`src/hdl/c3zp_pkg.sv`:
```
package c3zp_pkg;

    localparam int MAX_COLS   = 1024;
    localparam int COL_W      = $clog2(MAX_COLS);
    localparam int ROWS_W     = 16;
    localparam int COLS_W     = 11;
    localparam int KERNEL_W   = 24;
    localparam int PIX_W      = 8;
    localparam int PIX_MAX    = 255;
    localparam int KROWS      = 3;
    localparam int CFG_IDX_W  = 3;
    localparam int CFG_DATA_W = 24;

    localparam int PROD_W     = 2 * PIX_W + 1;
    localparam int SUM_W      = PROD_W + 4;

    localparam int CMDQ_DEPTH = 4;
    localparam int CMDQ_PTR_W = $clog2(CMDQ_DEPTH);
    localparam int CMDQ_CNT_W = $clog2(CMDQ_DEPTH + 1);

    localparam int OUTQ_DEPTH = 4;
    localparam int OUTQ_PTR_W = $clog2(OUTQ_DEPTH);
    localparam int OUTQ_CNT_W = $clog2(OUTQ_DEPTH + 1);
    localparam int OQ_SUM_W   = OUTQ_CNT_W + 1;

    localparam logic [ROWS_W-1:0]   RST_IMAGE_ROWS    = 16'd256;
    localparam logic [COLS_W-1:0]   RST_IMAGE_COLS    = 11'd256;
    localparam logic [KERNEL_W-1:0] RST_KERNEL_TOP    = 24'h010101;
    localparam logic [KERNEL_W-1:0] RST_KERNEL_MID    = 24'h000000;
    localparam logic [KERNEL_W-1:0] RST_KERNEL_BOTTOM = 24'hFFFFFF;

    typedef enum logic [CFG_IDX_W-1:0] {
        CFG_IMAGE_ROWS,
        CFG_IMAGE_COLS,
        CFG_KERNEL_TOP,
        CFG_KERNEL_MID,
        CFG_KERNEL_BOTTOM
    } t_cfg_idx;

    typedef struct packed {
        logic             mode;
        logic [PIX_W-1:0] pixel;
    } t_in;

    typedef struct packed {
        logic [PIX_W-1:0] result_pixel;
        logic             frame_last;
    } t_out;

    typedef struct packed {
        logic             have;
        logic             last;
        logic             row_ok_top;
        logic             row_ok_bot;
        logic             col_ok_left;
        logic             col_ok_right;
        logic [COL_W-1:0] col;
        logic [PIX_W-1:0] pixel;
    } t_cmd;

endpackage

```
`src/hdl/c3zp_front.sv`:
```
module c3zp_front
    import c3zp_pkg::*;
(
    input  logic              i_clk,
    input  logic              i_rst_n,
    input  logic              i_push,
    output logic              o_full,
    input  t_in               i_item,
    input  logic [ROWS_W-1:0] i_rows,
    input  logic [COLS_W-1:0] i_cols,
    output logic              o_cmd_push,
    output t_cmd              o_cmd,
    input  logic              i_cmd_full
);

    logic [ROWS_W-1:0] r_in_row, n_in_row, r_out_row, n_out_row;
    logic [COL_W-1:0]  r_in_col, n_in_col, r_out_col, n_out_col;
    logic [ROWS_W-1:0] rows_eff;
    logic [COLS_W-1:0] cols_eff;
    logic              accept, inframe, ignore, take, primed;
    logic              in_wrap, out_wrap, row_end, last;

    always_comb begin
        rows_eff = (i_rows == '0) ? ROWS_W'(1) : i_rows;
        if (i_cols == '0) begin
            cols_eff = COLS_W'(1);
        end else if (i_cols > MAX_COLS) begin
            cols_eff = COLS_W'(MAX_COLS);
        end else begin
            cols_eff = i_cols;
        end
    end

    assign accept   = i_push && !i_cmd_full;
    assign inframe  = r_in_row < rows_eff;
    assign ignore   = i_item.mode && inframe;
    assign take     = accept && !ignore;
    assign primed   = (r_in_row >= ROWS_W'(2)) ||
                      ((r_in_row == ROWS_W'(1)) && (r_in_col != '0));
    assign in_wrap  = ({1'b0, r_in_col} + 1'b1) >= cols_eff;
    assign out_wrap = ({1'b0, r_out_col} + 1'b1) >= cols_eff;
    assign row_end  = ({1'b0, r_out_row} + 1'b1) >= {1'b0, rows_eff};
    assign last     = row_end && out_wrap;

    always_comb begin
        n_in_row  = r_in_row;
        n_in_col  = r_in_col;
        n_out_row = r_out_row;
        n_out_col = r_out_col;
        if (take) begin
            if (in_wrap) begin
                n_in_col = '0;
                if (r_in_row != '1) begin
                    n_in_row = r_in_row + 1'b1;
                end
            end else begin
                n_in_col = r_in_col + 1'b1;
            end
            if (primed) begin
                if (out_wrap) begin
                    n_out_col = '0;
                    if (r_out_row != '1) begin
                        n_out_row = r_out_row + 1'b1;
                    end
                end else begin
                    n_out_col = r_out_col + 1'b1;
                end
                if (last) begin
                    n_in_row  = '0;
                    n_in_col  = '0;
                    n_out_row = '0;
                    n_out_col = '0;
                end
            end
        end
    end

    always_ff @(posedge i_clk) begin
        if (!i_rst_n) begin
            r_in_row  <= '0;
            r_in_col  <= '0;
            r_out_row <= '0;
            r_out_col <= '0;
        end else begin
            r_in_row  <= n_in_row;
            r_in_col  <= n_in_col;
            r_out_row <= n_out_row;
            r_out_col <= n_out_col;
        end
    end

    always_comb begin
        o_cmd.have         = primed;
        o_cmd.last         = last;
        o_cmd.row_ok_top   = r_out_row != '0;
        o_cmd.row_ok_bot   = !row_end;
        o_cmd.col_ok_left  = r_out_col != '0;
        o_cmd.col_ok_right = !out_wrap && (r_in_col != '0);
        o_cmd.col          = r_in_col;
        o_cmd.pixel        = inframe ? i_item.pixel : '0;
    end

    assign o_cmd_push = take;
    assign o_full     = i_cmd_full;

endmodule

```
`config.mk`:
```
export PLATFORM = sky130hd
export DESIGN_NAME = c3zp_front
export DESIGN_NICKNAME = d
export VERILOG_FILES = /design/src/hdl/c3zp_pkg.sv /design/src/hdl/c3zp_front.sv
export SDC_FILE = /design/constraint.sdc
export NUM_CORES = 1
export LEC_CHECK = 0
export ABC_AREA = 1
export BUFFER_PORTS_ARGS = -buffer_cell sky130_fd_sc_hd__buf_2
export CORE_ASPECT_RATIO = 2
export CORE_MARGIN = 2
export CORE_UTILIZATION = 55
export CTS_CLUSTER_DIAMETER = 60
export DETAILED_ROUTE_END_ITERATION = 12
export PLACE_DENSITY = 0.75
export RECOVER_POWER = 50
export SETUP_SLACK_MARGIN = 0.2
export SLEW_MARGIN = 10
export SYNTH_ARGS = -nofsm -noshare
export SYNTH_HDL_FRONTEND = slang
export SYNTH_SLANG_ARGS = --single-unit
```
`constraint.sdc`:
```
create_clock -name i_clk -period 5.9 [get_ports i_clk]
set_input_delay 1.77 -clock i_clk [delete_from_list [all_inputs] [get_ports i_clk]]
set_output_delay 1.77 -clock i_clk [all_outputs]
set_load 0.02 [all_outputs]
```
# == Word-level counts from Yosys, hierarchy flattened ==
# Cells that the tools add are included.
# op_classes
addsub,7
mul,0
n_div,0
n_lt_le_gt_ge,6
n_eq_ne,3
shift,0
muxes,16
n_bitwise,0
reduce_logical,20
# op_table
operator,n
$mux 16,8
$mux 10,5
$add 16x1->16 const B,2
$ne 16x16->1 const B,2
$add 10x1->11 const B,2
$ge 11x11->1,2
$mux 11,2
$add 10x1->10 const B,2
$reduce_bool 10->1,2
$add 16x1->17 const B,1
$ge 17x16->1,1
$eq 16x1->1 const B,1
$ge 16x2->1 const B,1
$logic_not 16->1,1
$lt 16x16->1,1
$reduce_bool 16->1,1
$gt 11x11->1 const B,1
$logic_not 11->1,1
$mux 8,1
$logic_and 1x1->1,6
$logic_not 1->1,4
$reduce_and 4->1,1
$reduce_bool 2->1,2
$reduce_and 2->1,1
$logic_or 1x1->1,1
# word_totals
register_bits,52
latchBits,0
mem_bits_rw,0
rom_bits,0
inputBits,40
output_inout_bits,26
wordCells,56
mem_count,0

# == Longest topological paths before layout ==
# depth
word_depth,7
ltp_mapped,21
depth_no_buf,20

# == Worst setup path after synthesis ==
# No wires, ideal clock.
# synth_timing
path_kind,input port to output port
from,in i_cols[2]
to,out o_cmd[22] in the netlist's numbering
arrival_time_ns,3.792
required_ns,4.130
slack_ns,0.338
cell_stages,13
n_path_buf,2
cell_sequence,nor4_1 > nand3_1 > nand2_1 > nand2_1 > ha_1 > a21oi_1 > nor2_1 > a211oi_1 > nand4_1 > nand2_4 > inv_4 > buf_4 > buf_4
# synth_between
elab_chain_len,5
elab_cells_between_ends,6
classes_between,2 x order compare; 2 x mux; 2 x reduce/logical
# synth_lines
item,line_no,rtl
from (decl),c3zp_front.sv:10,"input logic [COLS_W-1:0] i_cols,"
$gt 11x11->1,c3zp_front.sv:27,end else if (i_cols > MAX_COLS) begin
$mux 11,c3zp_front.sv:27,
$mux 11 (*),c3zp_front.sv:25,if (i_cols == '0) begin
$ge 11x11->1 (*),c3zp_front.sv:41,"assign out_wrap = ({1'b0, r_out_col} + 1'b1) >= cols_eff;"
$logic_and 1x1->1 (*),c3zp_front.sv:43,assign last = row_end && out_wrap;
to (decl),c3zp_front.sv:12,"output t_cmd o_cmd,"
# Every way passes the cells marked *; elsewhere a longest branch is shown, timed or not.

==> flow_summary.yaml <==
floorplan:
  initial_utilization: 0.5607
  die_area_um2: 10280
  fp.dieH_um: 141.4
  io_pins: 66
  coreArea_um2: 9259
  fp.dieW_um: 72.70
  num_rows: 50
setup_path:
  crit_fanout: 5
  crit_type: "in2out"
  worst_setup_path_end_kind: "output pin"
  crit_path_start_kind: "primary input"
  crit_required_ns: 4.13
  worstPathArrival_ns: 3.89
  rr_worst_depth: 16
placement:
  place_ws_ns: 0.1772
  detailedPlacementHpwl_um: 11650
  numPortBuffers: 65
  place_congestion: 1.010
layout:
  layout-drive-gt1-share: 0.1153
  diodes: 0
  fin_util: 0.6224
  area_delta_synth_final_pct: 11.01
  nets: 986
timing:
  finalSetupViolations: 0
  tns_ns: 0
  worstMarginPinSlew_ns: 1.379
  slew_viol_final: 0
  fin_crit_ns: 5.664
  grt_setup_unrepaired: "no"
  fmax_mhz: 176.6
  relSlewSlack: 0.08062
  finalHoldViolations: 0
  finalCritPeriodShare: 0.9600
  skew_ns: 0.003783
  setup_slack_ns: 0.2360
clock_network:
  cts.htree.levels: 2
  clkLatencyLatePin_ns: 0.31
  clkSinkCount: 52
  path_clk_slew_ns: 0.07
  cts-buffers-inserted: 5
  cts_buffer_depth: 2
  cts_tree: "built"
  cts_root_buf: "clkbuf_16"
power:
  p_leak_nw: 2.952
  ir_drop_mv: 0.1044
  p_per_area_nw_per_um2: 143.1
grt:
  grt_pass1_vias: 5269
  track_usage: 0.2873
  grt_start_max_net_pins: 34
  grt_pass1_wl_um: 23340
  grt_overflow: 0
  antenna_found_initial: 0
route:
  wl_per_cell_um: 14.90
  final_antenna_net_count: 0
  vias_per_cell: 5.636
  first_iter_violations: 271
  vias: 5574
  firstDrtPassIters: 5
  drt-total-wl_um: 14740
  drc_errors: 0
synthesis:
  ys_ff_latch: 52
  avgSynthCellArea_um2: 6.270
  seq_area_frac_synth: 0.2005
  ys_warn_count: 0
  ys_types: 35
  synthesis.nets: 930
  netlist_instances: 828
  syn-cell-area_um2: 5191
run:
  maxCapViolations: 0
hold_path:
  holdPathStages: 2
  min_path_type: "reg2reg"
run_status:
  status: "complete, no violations"
path summary, 6_finish.rpt:
kind,start,endpoint,slack (ns)
max,i_cols[6],o_cmd[22],0.24
min,r_in_row[15]$_SDFFE_PN0P_,r_in_row[15]$_SDFFE_PN0P_,0.50
max reg2reg,r_in_col[2]$_SDFFE_PN0P_,r_in_row[14]$_SDFFE_PN0P_,1.47
min reg2reg,r_in_row[15]$_SDFFE_PN0P_,r_in_row[15]$_SDFFE_PN0P_,0.50
report_power, final:
part | total [mW] | leakage, nW | switching, mW | internal, mW
sequential | 0.352 | 0.419 | 0.00122 | 0.351
clock | 0.371 | 0.0901 | 0.147 | 0.224
combinational | 0.102 | 2.44 | 0.0668 | 0.0348
total | 0.825 | 2.95 | 0.215 | 0.610
area by class of cell:
cell class | count | area [um^2]
clock buffer | 7 | 152.6
tap | 104 | 130.1
multi-input combinational | 628 | 3578
timing repair buffer | 73 | 362.8
inverter | 124 | 467.9
clock inverter | 1 | 30.03
sequential | 52 | 1041
fill | 937 | 3496
per-layer routing:
layer	global-route usage	vias up	part of all wire
met3	0.03125	43	0.038
met4	0.1715	0	0.048
li1	-	2790	-
met2	0.5522	174	0.55
met5	0	-	0
met1	0.2787	2567	0.36
flip-flops by register name, summed over array words and instances (netlist names):
register,count
r_out_row,16
r_in_row,16
r_out_col,10
r_in_col,10
worst max-delay path, cell delays in order:
cell	delay [ns]
buf_2	0.12
nor4_2	0.32
nand3_2	0.12
nand2_1	0.18
nand2_1	0.14
ha_1	0.32
nand4_1	0.10
nor2_1	0.15
nand4_1	0.12
nand4_1	0.12
buf_4	0.16
nand2_4	0.06
inv_4	0.06
buf_2	0.15
cells in the final DEF, fill, tap and decap left out, types with 30 or more instances in the layout:
cell     instances
dfxtp_1         52
o21ai_0         39
nor2_1         116
nand4_1         30
inv_1          118
xor2_1          34
a21oi_1         49
nand2_1        196
nand3_1         30
ha_1            62
buf_2           50
cell usage after synthesis, drive strengths merged:
| master | count | share of area |
|---|---|---|
| o221a | 1 | 0.0022 |
| nand4 | 31 | 0.039 |
| nor2 | 120 | 0.090 |
| nor4 | 13 | 0.016 |
| ha | 62 | 0.15 |
| xor2 | 34 | 0.057 |
| clkinv | 1 | 0.00072 |
| clkbuf | 8 | 0.0058 |
| a21oi | 60 | 0.066 |
| o21ai | 39 | 0.038 |
| inv | 123 | 0.089 |
| o311ai | 1 | 0.0017 |
| nand2 | 199 | 0.15 |
| o21a | 3 | 0.0043 |
| nand3b | 1 | 0.0014 |
| dfxtp | 52 | 0.20 |
| o211ai | 3 | 0.0043 |
| a211oi | 3 | 0.0043 |
| nor3 | 23 | 0.028 |
| buf | 17 | 0.020 |
| nor4b | 1 | 0.0017 |
| nand3 | 33 | 0.034 |
through the flow:
step                      hold WS (ns)  instance area [um^2]  instances  power, mW
after floorplan                 0.4618                  5191        828     0.4208
after global placement          0.4757                  5573        980     0.4558
after detailed placement        0.4861                  5573        980     0.4591
after CTS                       0.5000                  5758        988     0.8260
after global routing            0.5212                  5763        989     0.8511
final                           0.5013                  5763        989     0.8247
logic make-up (layout without fill, tap and decap cells):
logic type,after synthesis,in the layout,synth area share
AO/OA/AOI/OAI,110,110,0.1203
XOR/XNOR,34,34,0.05736
adder cells (fa/ha/maj),62,62,0.1494
buffers and inverters,149,205,0.1159
flip-flops,52,52,0.2005
AND/OR/NAND/NOR,421,422,0.3565
repair_timing:
action | 4_1_cts | 5_1_grt
pin swaps | 0 | 2
setup buffers | 0 | 0
hold buffers | 0 | 0
endpoints found under the setup margin | 2 | 2
resized for setup | 1 | 5
gates cloned | 0 | 1
Power figures use the tool's default switching activity.
