==> config.mk <==
export PLATFORM = sky130hd
export DESIGN_NAME = c3zp_cmd_queue
export DESIGN_NICKNAME = d
export VERILOG_FILES = /design/src/hdl/c3zp_pkg.sv /design/src/hdl/c3zp_cmd_queue.sv
export SDC_FILE = /design/constraint.sdc
export NUM_CORES = 1
export LEC_CHECK = 0
export BUFFER_PORTS_ARGS = -buffer_cell sky130_fd_sc_hd__buf_4
export CORE_MARGIN = 2
export CORE_UTILIZATION = 45
export CTS_CLUSTER_DIAMETER = 40
export DETAILED_ROUTE_END_ITERATION = 12
export GPL_ROUTABILITY_DRIVEN = 0
export HOLD_SLACK_MARGIN = 0.03
export MAX_ROUTING_LAYER = met4
export PLACE_DENSITY = 0.74
export SLEW_MARGIN = 15
export SYNTH_ARGS = -nofsm -noshare
export SYNTH_HDL_FRONTEND = slang
export SYNTH_SLANG_ARGS = --single-unit
==> constraint.sdc <==
create_clock -name i_clk -period 4.48 [get_ports i_clk]
set_clock_uncertainty 0.1 [all_clocks]
set_input_delay 0.448 -clock i_clk [delete_from_list [all_inputs] [get_ports i_clk]]
set_output_delay 0.448 -clock i_clk [all_outputs]
set_load 0.01 [all_outputs]
==> src/hdl/c3zp_pkg.sv <==
package c3zp_pkg;

    localparam int MAX_COLS   = 1024;
    localparam int COL_W      = $clog2(MAX_COLS);
    localparam int ROWS_W     = 16;
    localparam int COLS_W     = 11;
    localparam int KERNEL_W   = 24;
    localparam int PIX_W      = 8;
    localparam int PIX_MAX    = 255;
    localparam int KROWS      = 3;
    localparam int CFG_IDX_W  = 3;
    localparam int CFG_DATA_W = 24;

    localparam int PROD_W     = 2 * PIX_W + 1;
    localparam int SUM_W      = PROD_W + 4;

    localparam int CMDQ_DEPTH = 4;
    localparam int CMDQ_PTR_W = $clog2(CMDQ_DEPTH);
    localparam int CMDQ_CNT_W = $clog2(CMDQ_DEPTH + 1);

    localparam int OUTQ_DEPTH = 4;
    localparam int OUTQ_PTR_W = $clog2(OUTQ_DEPTH);
    localparam int OUTQ_CNT_W = $clog2(OUTQ_DEPTH + 1);
    localparam int OQ_SUM_W   = OUTQ_CNT_W + 1;

    localparam logic [ROWS_W-1:0]   RST_IMAGE_ROWS    = 16'd256;
    localparam logic [COLS_W-1:0]   RST_IMAGE_COLS    = 11'd256;
    localparam logic [KERNEL_W-1:0] RST_KERNEL_TOP    = 24'h010101;
    localparam logic [KERNEL_W-1:0] RST_KERNEL_MID    = 24'h000000;
    localparam logic [KERNEL_W-1:0] RST_KERNEL_BOTTOM = 24'hFFFFFF;

    typedef enum logic [CFG_IDX_W-1:0] {
        CFG_IMAGE_ROWS,
        CFG_IMAGE_COLS,
        CFG_KERNEL_TOP,
        CFG_KERNEL_MID,
        CFG_KERNEL_BOTTOM
    } t_cfg_idx;

    typedef struct packed {
        logic             mode;
        logic [PIX_W-1:0] pixel;
    } t_in;

    typedef struct packed {
        logic [PIX_W-1:0] result_pixel;
        logic             frame_last;
    } t_out;

    typedef struct packed {
        logic             have;
        logic             last;
        logic             row_ok_top;
        logic             row_ok_bot;
        logic             col_ok_left;
        logic             col_ok_right;
        logic [COL_W-1:0] col;
        logic [PIX_W-1:0] pixel;
    } t_cmd;

endpackage

==> src/hdl/c3zp_cmd_queue.sv <==
module c3zp_cmd_queue
    import c3zp_pkg::*;
(
    input  logic i_clk,
    input  logic i_rst_n,
    input  logic i_push,
    input  t_cmd i_cmd,
    output logic o_full,
    input  logic i_pop,
    output t_cmd o_cmd,
    output logic o_empty
);

    t_cmd                  r_mem [CMDQ_DEPTH];
    logic [CMDQ_PTR_W-1:0] r_wptr, r_rptr;
    logic [CMDQ_CNT_W-1:0] r_count;
    logic                  do_push, do_pop;

    assign o_full  = r_count == CMDQ_CNT_W'(CMDQ_DEPTH);
    assign o_empty = r_count == '0;
    assign do_push = i_push && !o_full;
    assign do_pop  = i_pop && !o_empty;
    assign o_cmd   = r_mem[r_rptr];

    always_ff @(posedge i_clk) begin
        if (do_push) begin
            r_mem[r_wptr] <= i_cmd;
        end
    end

    always_ff @(posedge i_clk) begin
        if (!i_rst_n) begin
            r_wptr  <= '0;
            r_rptr  <= '0;
            r_count <= '0;
        end else begin
            if (do_push) begin
                r_wptr <= (r_wptr == CMDQ_PTR_W'(CMDQ_DEPTH - 1)) ? '0 : r_wptr + 1'b1;
            end
            if (do_pop) begin
                r_rptr <= (r_rptr == CMDQ_PTR_W'(CMDQ_DEPTH - 1)) ? '0 : r_rptr + 1'b1;
            end
            if (do_push && !do_pop) begin
                r_count <= r_count + 1'b1;
            end else if (do_pop && !do_push) begin
                r_count <= r_count - 1'b1;
            end
        end
    end

endmodule

Word level (Yosys, flattened, before mapping) --
Memories as Yosys holds them, arrays and structs flattened. A register that Yosys moved wholly into a read port is not among the register bits. Cells that the tools add are included.
Operators by class: $lt $le $gt $ge 0, bitwise operators 0, add/subtract/negate cells 4, mux-type cells 8, equality and inequality tests 3, multipliers 0, shift-type cells 0, reductions and logical operators 10, div/mod/pow operators 0
Operators with widths (count):
- 2-bit two-way mux | 4
- 3-bit two-way mux | 2
- 2-bit by 1-bit adder with 2-bit output, second input constant | 2
- 2-bit equality test, second input constant | 2
- 1-bit logical AND | 4
- 1-bit logical NOT | 4
- 3-bit by 1-bit adder with 3-bit output, second input constant | 1
- 3-bit equality test, second input constant | 1
- 3-bit logical NOT | 1
- 3-bit by 1-bit subtractor with 3-bit output, second input constant | 1
- 1-bit two-way mux | 2
- 2-bit nonzero test | 1
Storage, ports and cells: ROM bits 0, bits in latches 0, RAM bits 96, word-level logic and storage cells 29, memories kept 1, flip-flop bits (word level) 7
Memories:
- r_mem | words 4, width 24, read ports 1, clocked after Yosys merged registers in 1, write ports 1, RTL line c3zp_cmd_queue.sv:14 | t_cmd r_mem [CMDQ_DEPTH];

Logic depth before layout (Yosys ltp) --
Gate-level depths: netlist of the first run.
word-level depth 7, depth in mapped cells 9, gate-level depth less buffers 8

Worst setup path after synthesis of the first run --
No wires, ideal clock.
path type register -> register, start register r_count[0], end register r_count[2], path slack 2287 ps, setup time 76 ps, required time 4304 ps, stages on the path, launching flop included 8, arrival time 2017 ps, cells stage by stage dfxtp_1 o31ai_1 ha_1 inv_1 fa_1 xor2_1 or3_1 a21boi_0
On the way: cells in the longest elaborated chain, start to end 6
Ends and longest elaborated chain:
- from (decl) | RTL line c3zp_cmd_queue.sv:16 | logic [CMDQ_CNT_W-1:0] r_count;
- from (signal assigned) | RTL line c3zp_cmd_queue.sv:44 | r_count <= r_count + 1'b1;
- from (signal assigned) | RTL line c3zp_cmd_queue.sv:46 | r_count <= r_count - 1'b1;
- branches (longest 6 deep; another with 3-bit by 1-bit subtractor with 3-bit output)
Parallel ways; which one is timed is not known. The select of a mux whose other input is x is not followed. A chain may end at the register's enable or synchronous reset.

==> results of run 1 <==
## routing by layer
metal | track usage (%) | up-vias | share of wire, %
li1 | - | 834 | -
met1 | 19.2 | 932 | 45
met2 | 21.1 | 57 | 49
met3 | 3.87 | 4 | 5.9
met4 | 5.45 | 0 | 0.92
met5 | - | - | 0
## kinds of logic (layout without fill, tap and decap cells)
family,after synthesis,in the layout
flops,105,105
mux,27,27
buf+inv,11,76
simple gates,20,20
fa+ha+maj,7,7
xor+xnor,2,2
compound gates,5,5
## worst max-delay path: cells and delay by family, from the launching register on
family	cells	cell delay, ns
flops	1	0.89
mux	1	0.66
buf+inv	1	0.16
## where the power goes
group          switching, mW  internal, mW  total (mW)  leakage, nW
clock                  0.297         0.309       0.606        0.106
sequential             0.103          1.20        1.30        0.955
combinational          0.241         0.340       0.581        0.551
## layout by cell type, fill, tap and decap left out, types with 5 or more instances in the layout
cell	synthesis	final
sky130_fd_sc_hd__and2_1	5	5
sky130_fd_sc_hd__buf_4	0	57
sky130_fd_sc_hd__clkbuf_8	0	9
sky130_fd_sc_hd__dfxtp_1	9	7
sky130_fd_sc_hd__edfxtp_1	96	96
sky130_fd_sc_hd__ha_1	6	6
sky130_fd_sc_hd__mux4_2	21	21
sky130_fd_sc_hd__nand2_1	6	6
## through the flow
stage | total power, mW | instances
6_report | 2.49 | 350
5_1_grt | 2.61 | 350
4_1_cts | 2.52 | 350
3_5_place_dp | 1.92 | 334
3_3_place_gp | 1.91 | 334
2_1_floorplan | 1.67 | 177
## cells in the mapped netlist, types with 3 or more instances
cell                       count
sky130_fd_sc_hd__nand2_1       6
sky130_fd_sc_hd__mux2i_1       3
sky130_fd_sc_hd__edfxtp_1     96
sky130_fd_sc_hd__ha_1          6
sky130_fd_sc_hd__dfxtp_1       9
sky130_fd_sc_hd__buf_2         3
sky130_fd_sc_hd__mux4_2       21
sky130_fd_sc_hd__o21ai_0       3
sky130_fd_sc_hd__and2_1        5
sky130_fd_sc_hd__mux4_1        3
sky130_fd_sc_hd__inv_1         3
## worst max-delay path by stage
stage / endpoint / slack [ns] / from / depth (start not counted)
CTS: o_cmd[19] / 1.76 / flop / 2
global placement: r_count[2]$_SDFFE_PN0P_ / 2.11 / i_push / 8
finish: o_cmd[13] / 1.86 / flop / 2
global route: o_cmd[13] / 1.70 / flop / 2
floorplan: r_count[2]$_SDFFE_PN0P_ / 2.29 / r_count[0]$_SDFFE_PN0P_ / 7
detailed placement: r_count[2]$_SDFFE_PN0P_ / 2.04 / i_push / 8
## layout make-up
cell class / instances / area (um^2)
fillers: 693 / 3960
inverters: 3 / 11.3
flip-flops and latches: 105 / 3070
well taps: 108 / 135
repair buffers: 57 / 428
multi-input cells: 61 / 832
clock buffers: 9 / 124
clock inverters: 7 / 85.1
## flip-flops by register name (all words and copies together) (netlist names), named ones only
| register | cells |
|---|---|
| r_count | 3 |
| r_mem | 96 |
| r_wptr | 2 |
| r_rptr | 2 |
==> results.rst, run 1 <==
.. list-table::
   :header-rows: 1

   * - Metric
     - Value
   * - Status
     - finished clean
   * - Top-area cell type share of the netlist area
     - between 70% and 80%
   * - I/O pin total
     - 54
   * - Largest area contributor in the synthesized netlist
     - sky130_fd_sc_hd__edfxtp_1
   * - Max Root-Sink Buffers
     - 2
   * - Number of resized instances in the post-cts repair step
     - 0
   * - Die extent in y
     - 97.9 um
   * - Share of layout cells above drive strength 1
     - 38.8%
   * - Via density
     - 5.22
   * - Number of synthesized register bits
     - between 100 and 150
   * - Synth Cell Area
     - 0.00397 mm^2
   * - Pin count of the biggest net entering global routing
     - 25
   * - Clk slew on worst S/H paths
     - 0.09 ns
   * - Post-Route Setup TNS
     - 0 ns
   * - Slew margin rel.
     - 43.1%
   * - Number of synthesized flops with an enable pin
     - 96
   * - Post-layout instance area
     - 0.00468 mm^2
   * - CTS H-tree lvls
     - 3
   * - Max IR drop VDD
     - 356 uV
   * - Input/output buffers
     - between 50 and 60
   * - Power per cell area
     - 531 mW/mm^2
   * - CTS tree
     - yes
   * - Setup Slack @ Placement
     - 2.04 ns
   * - DP Wirelength
     - 3.87 mm
   * - Number of diodes added for antenna fixing
     - 0
   * - Critical Path Max Stage Delay
     - 0.89 ns
   * - Worst Setup End Kind
     - output pin
   * - Overall overflow remaining after global route
     - 0
   * - Number of setup buffers added after CTS
     - 0
   * - Cell area reported after detailed placement
     - approximately 0.0045 mm^2
   * - Simple-gate portion of the synthesized area
     - 2.71%
   * - Final Max Slew Viols
     - 0
   * - Crit Reg-Reg Endpoint
     - r_count[2]$_SDFFE_PN0P_
   * - Worst-path maximum fanout
     - 24
   * - Syn_area_per_cell
     - 22.4 um^2
   * - Hold violation total from the final report
     - 0
   * - Sink of the worst hold path
     - r_mem[2][21]$_DFFE_PP_
   * - Hold buffers post-CTS
     - 0
   * - Critical path cell sequence
     - mux4_1 > buf_4
   * - Clock root buffer
     - sky130_fd_sc_hd__clkbuf_8
   * - Iteration-0 DRC Markers
     - around 140
   * - Highest Clock Rate
     - 382 MHz
   * - Launch instance of the worst register-to-register path
     - r_count[0]$_SDFFE_PN0P_
   * - Max stage delay cell, worst path
     - sky130_fd_sc_hd__dfxtp_2
   * - Slack of the worst reg-to-reg path
     - 2.06 ns
   * - Total of max-cap violations
     - 0
   * - Final Critical Period
     - 2.62 ns
   * - CORE AREA
     - 0.00864 mm^2
   * - Area of the die
     - 0.00958 mm^2
   * - Largest family of logic cells by synthesized area
     - multiplexers
   * - Static leakage power
     - approximately 1.6 nW
   * - Transition time at the pin with the least slew margin
     - between 0.8 and 0.9 ns
   * - Yosys warns
     - 0
   * - XOR/XNOR share of the synthesized area
     - 0.442%
   * - Global-route wire length before repair
     - 9.81 mm
   * - Synthesized-area fraction occupied by adder cells
     - 2.40%
   * - Dominant register cell in the synthesized netlist
     - sky130_fd_sc_hd__edfxtp_1
   * - Post-Syn Instances
     - 177
   * - Worst reg2reg path depth
     - 8
   * - Arrival time reported for the critical path endpoint
     - just over 2 ns
   * - Wire per inst
     - 17.9 um
   * - Clock Sink Count
     - 105
   * - Type of the worst setup path
     - reg -> out
   * - Setup ws final
     - 1.86 ns
   * - Number of endpoints failing setup at the final stage
     - 0
   * - Share of the synthesized area in compound gates (AO/OA/AOI/OAI)
     - 0.757%
   * - Count of different cell masters after synthesis
     - 25
   * - Via count of the first global-routing pass
     - 1813
   * - Final nets
     - approximately 270
   * - Period utilization
     - 58.4%
   * - Routed vias
     - 1827
   * - Clock buffers created by TritonCTS
     - 9
   * - Unrepaired setup endpoints after global routing
     - no
   * - Final Hold Slack
     - 0.186 ns
   * - GRT Util Overall
     - between 10 and 15%
   * - Worst hold-check path type
     - in -> reg
   * - Startpoint Class
     - flop
   * - Post-synthesis async set-or-reset flop share
     - 0%
   * - Required @ worst endpoint
     - 3.93 ns
   * - Sequential element share of the synthesized area
     - between 70% and 80%
   * - Horizontal die dimension
     - 97.9 um
   * - Startpoint of the worst hold path
     - i_cmd[21]
   * - Number of antenna violations at the first check in global routing
     - 0
   * - Antenna viol nets, final
     - 0
   * - Clock latency on the worst-skew pair
     - 0.35 ns
   * - Final core utilization
     - 54.2%
   * - Post-Synthesis Net Count
     - 212
   * - Synthesis-to-layout area growth
     - 18.0%
   * - Wire length reported by the detailed router
     - 6.28 mm
   * - DRC Markers
     - 0
   * - Starting utilization of the core area
     - 45.9%
   * - Leading post-synthesis cells by cell area
     - sky130_fd_sc_hd__edfxtp_1 (73%), sky130_fd_sc_hd__mux4_2 (12%), sky130_fd_sc_hd__dfxtp_1 (4.5%)
   * - Depth of the worst hold-timing path
     - 1
   * - Pre-antenna DRT Iters
     - 4
   * - Standard-cell rows
     - 34
   * - Post-synthesis mux area share
     - 14.7%
Note: power is estimated with default switching activity, not from simulation.
==> inputs of run 2 (changes only) <==
==> constraint.sdc (replaced) <==
create_clock -name i_clk -period 2.7 [get_ports i_clk]
set_clock_uncertainty 0.1 [all_clocks]
set_input_delay 0.27 -clock i_clk [delete_from_list [all_inputs] [get_ports i_clk]]
set_output_delay 0.27 -clock i_clk [all_outputs]
set_load 0.01 [all_outputs]
==> run 2 against run 1 <==
Count of clock-buffer cells in the layout increased by 1. Clock power grew 82%. Sequential share of layout area fell by 4.6 points. Final cell count grew 8.3%. Largest power group unchanged. Highest routed layer unchanged.
==> results.rst, run 2 (synthesis gave the netlist of run 1 again) <==
.. list-table::
   :header-rows: 1

   * - Metric
     - Value
   * - Status
     - finished clean
   * - Number of endpoints failing setup at the final stage
     - 0
   * - Startpoint of the worst hold path
     - i_rst_n
   * - Arrival time reported for the critical path endpoint
     - 1.91 ns
   * - Horizontal die dimension
     - 97.9 um
   * - Number of antenna violations at the first check in global routing
     - 0
   * - Static leakage power
     - 1.76 nW
   * - Depth of the worst hold-timing path
     - 2
   * - Launch instance of the worst register-to-register path
     - r_count[0]$_SDFFE_PN0P_
   * - Sink of the worst hold path
     - r_count[0]$_SDFFE_PN0P_
   * - Worst hold-check path type
     - in -> reg
   * - Die extent in y
     - 97.9 um
   * - Pin count of the biggest net entering global routing
     - 21
   * - Max FFs per register
     - 96
   * - Antenna viol nets, final
     - 0
   * - Global-route wire length before repair
     - 10.5 mm
   * - Final Critical Period
     - 2.28 ns
   * - Max Root-Sink Buffers
     - 2
   * - CTS H-tree lvls
     - 3
   * - DP Wirelength
     - 4.18 mm
   * - Clock buffers created by TritonCTS
     - 9
   * - Final Max Slew Viols
     - 0
   * - Routed vias
     - approximately 1.9k
   * - Commonest non-fill, non-tap cell in the layout
     - sky130_fd_sc_hd__edfxtp_1
   * - CTS tree
     - yes
   * - Slack of the worst reg-to-reg path
     - 0.48 ns
   * - Worst Setup End Kind
     - output pin
   * - I/O pin total
     - 54
   * - Input/output buffers
     - 53
   * - Period utilization
     - between 80% and 90%
   * - Required @ worst endpoint
     - ~2.3 ns
   * - Number of diodes added for antenna fixing
     - 0
   * - Unrepaired setup endpoints after global routing
     - no
   * - Standard-cell rows
     - 34
   * - Highest Clock Rate
     - 438 MHz
   * - Clock latency on the worst-skew pair
     - ~0.35 ns
   * - Startpoint Class
     - flop
   * - Final nets
     - roughly 300
   * - Number of setup buffers added after CTS
     - 0
   * - Transition time at the pin with the least slew margin
     - 0.544 ns
   * - Worst reg2reg path depth
     - 8
   * - Max IR drop VDD
     - 454 uV
   * - Clock Sink Count
     - 105
   * - Final Hold Slack
     - 0.112 ns
   * - Via density
     - between 5 and 6
   * - Wire length reported by the detailed router
     - between 6 and 7 mm
   * - Clock root buffer
     - sky130_fd_sc_hd__clkbuf_8
   * - Power per cell area
     - 856 mW/mm^2
   * - Iteration-0 DRC Markers
     - between 60 and 70
   * - Pre-antenna DRT Iters
     - 4
   * - GRT Util Overall
     - approximately 15%
   * - Starting utilization of the core area
     - 45.9%
   * - Post-Route Setup TNS
     - 0 ns
   * - Hold violation total from the final report
     - 0
   * - Worst-path maximum fanout
     - 14
   * - Crit Reg-Reg Endpoint
     - r_count[2]$_SDFFE_PN0P_
   * - Type of the worst setup path
     - reg -> out
   * - Slew margin rel.
     - about 64%
   * - Top flop regs
     - r_mem: 96 flops, r_count: 3 flops
   * - Clk slew on worst S/H paths
     - 0.09 ns
   * - Share of layout cells above drive strength 1
     - 36.5%
   * - Synthesis-to-layout area growth
     - 26.9%
   * - Via count of the first global-routing pass
     - 2061
   * - Overall overflow remaining after global route
     - 0
   * - CORE AREA
     - 0.00864 mm^2
   * - Total of max-cap violations
     - 0
   * - Area of the die
     - 0.00958 mm^2
   * - DRC Markers
     - 0
   * - Wire per inst
     - 17.1 um
   * - Number of resized instances in the post-cts repair step
     - 0
   * - Register with the most flip-flops
     - r_mem
   * - Top library cells by usage in the layout, fill and taps aside
     - sky130_fd_sc_hd__edfxtp_1 (96), sky130_fd_sc_hd__buf_4 (58), sky130_fd_sc_hd__dlygate4sd3_1 (24)
## run 2: final cells by class
type | count | area [um^2]
Fill cell | 658 | 3600
Clock inverter | 6 | 106
Clock buffer | 10 | 128
Tap cell | 108 | 135
Sequential cell | 105 | 3060
Inverter | 3 | 11.3
Multi-Input combinational cell | 61 | 832
Timing Repair Buffer | 86 | 756
## run 2: worst max-delay path by stage
stage                            startpoint                      end  slack, ns  depth (start not counted)
floorplan           r_count[0]$_SDFFE_PN0P_  r_count[2]$_SDFFE_PN0P_       0.51                          7
global placement    r_count[0]$_SDFFE_PN0P_  r_count[2]$_SDFFE_PN0P_       0.58                          8
detailed placement  r_count[0]$_SDFFE_PN0P_  r_count[2]$_SDFFE_PN0P_       0.47                          8
CTS                                    flop                 o_cmd[3]       0.34                          3
global route                           flop                o_cmd[13]       0.27                          3
finish                                 flop                 o_cmd[3]       0.42                          3
## run 2: repair_timing
item / in CTS / in global routing
hold endpoints to repair: 96 / 0
hold buffers: 24 / 0
endpoints found under the setup margin: 0 / 0
## run 2: routing by layer
metal / track usage (%) / vias to the layer above / part of all wire, %
li1: - / 893 / -
met1: 17.7 / 973 / 43
met2: 25.0 / 52 / 51
met3: 5.58 / 9 / 4.7
met4: 3.85 / 0 / 1.1
met5: - / - / 0
## run 2: per-stage QoR
step | setup slack [ns] | total power, mW | cell area, um^2 | utilization [%] | cells
after global routing | 0.265 | 4.53 | 5030 | 58.3 | 379
after CTS | 0.344 | 4.37 | 5030 | 58.3 | 379
final | 0.417 | 4.31 | 5030 | 58.3 | 379
after global placement | 0.581 | 3.22 | 4560 | 52.8 | 339
after detailed placement | 0.471 | 3.25 | 4560 | 52.8 | 339
after floorplan | 0.507 | 2.77 | 3970 | - | 177
## run 2: worst max-delay path, cell delays in order (launching register included)
cell                      delay (ns)
sky130_fd_sc_hd__dfxtp_1        0.67
sky130_fd_sc_hd__buf_4          0.35
sky130_fd_sc_hd__mux4_2         0.36
sky130_fd_sc_hd__buf_4          0.16
## run 2: power breakdown
group	internal (mW)	total (mW)	switching [mW]
clock	0.611	1.10	0.484
sequential	1.98	2.08	0.0998
combinational	0.637	1.13	0.493
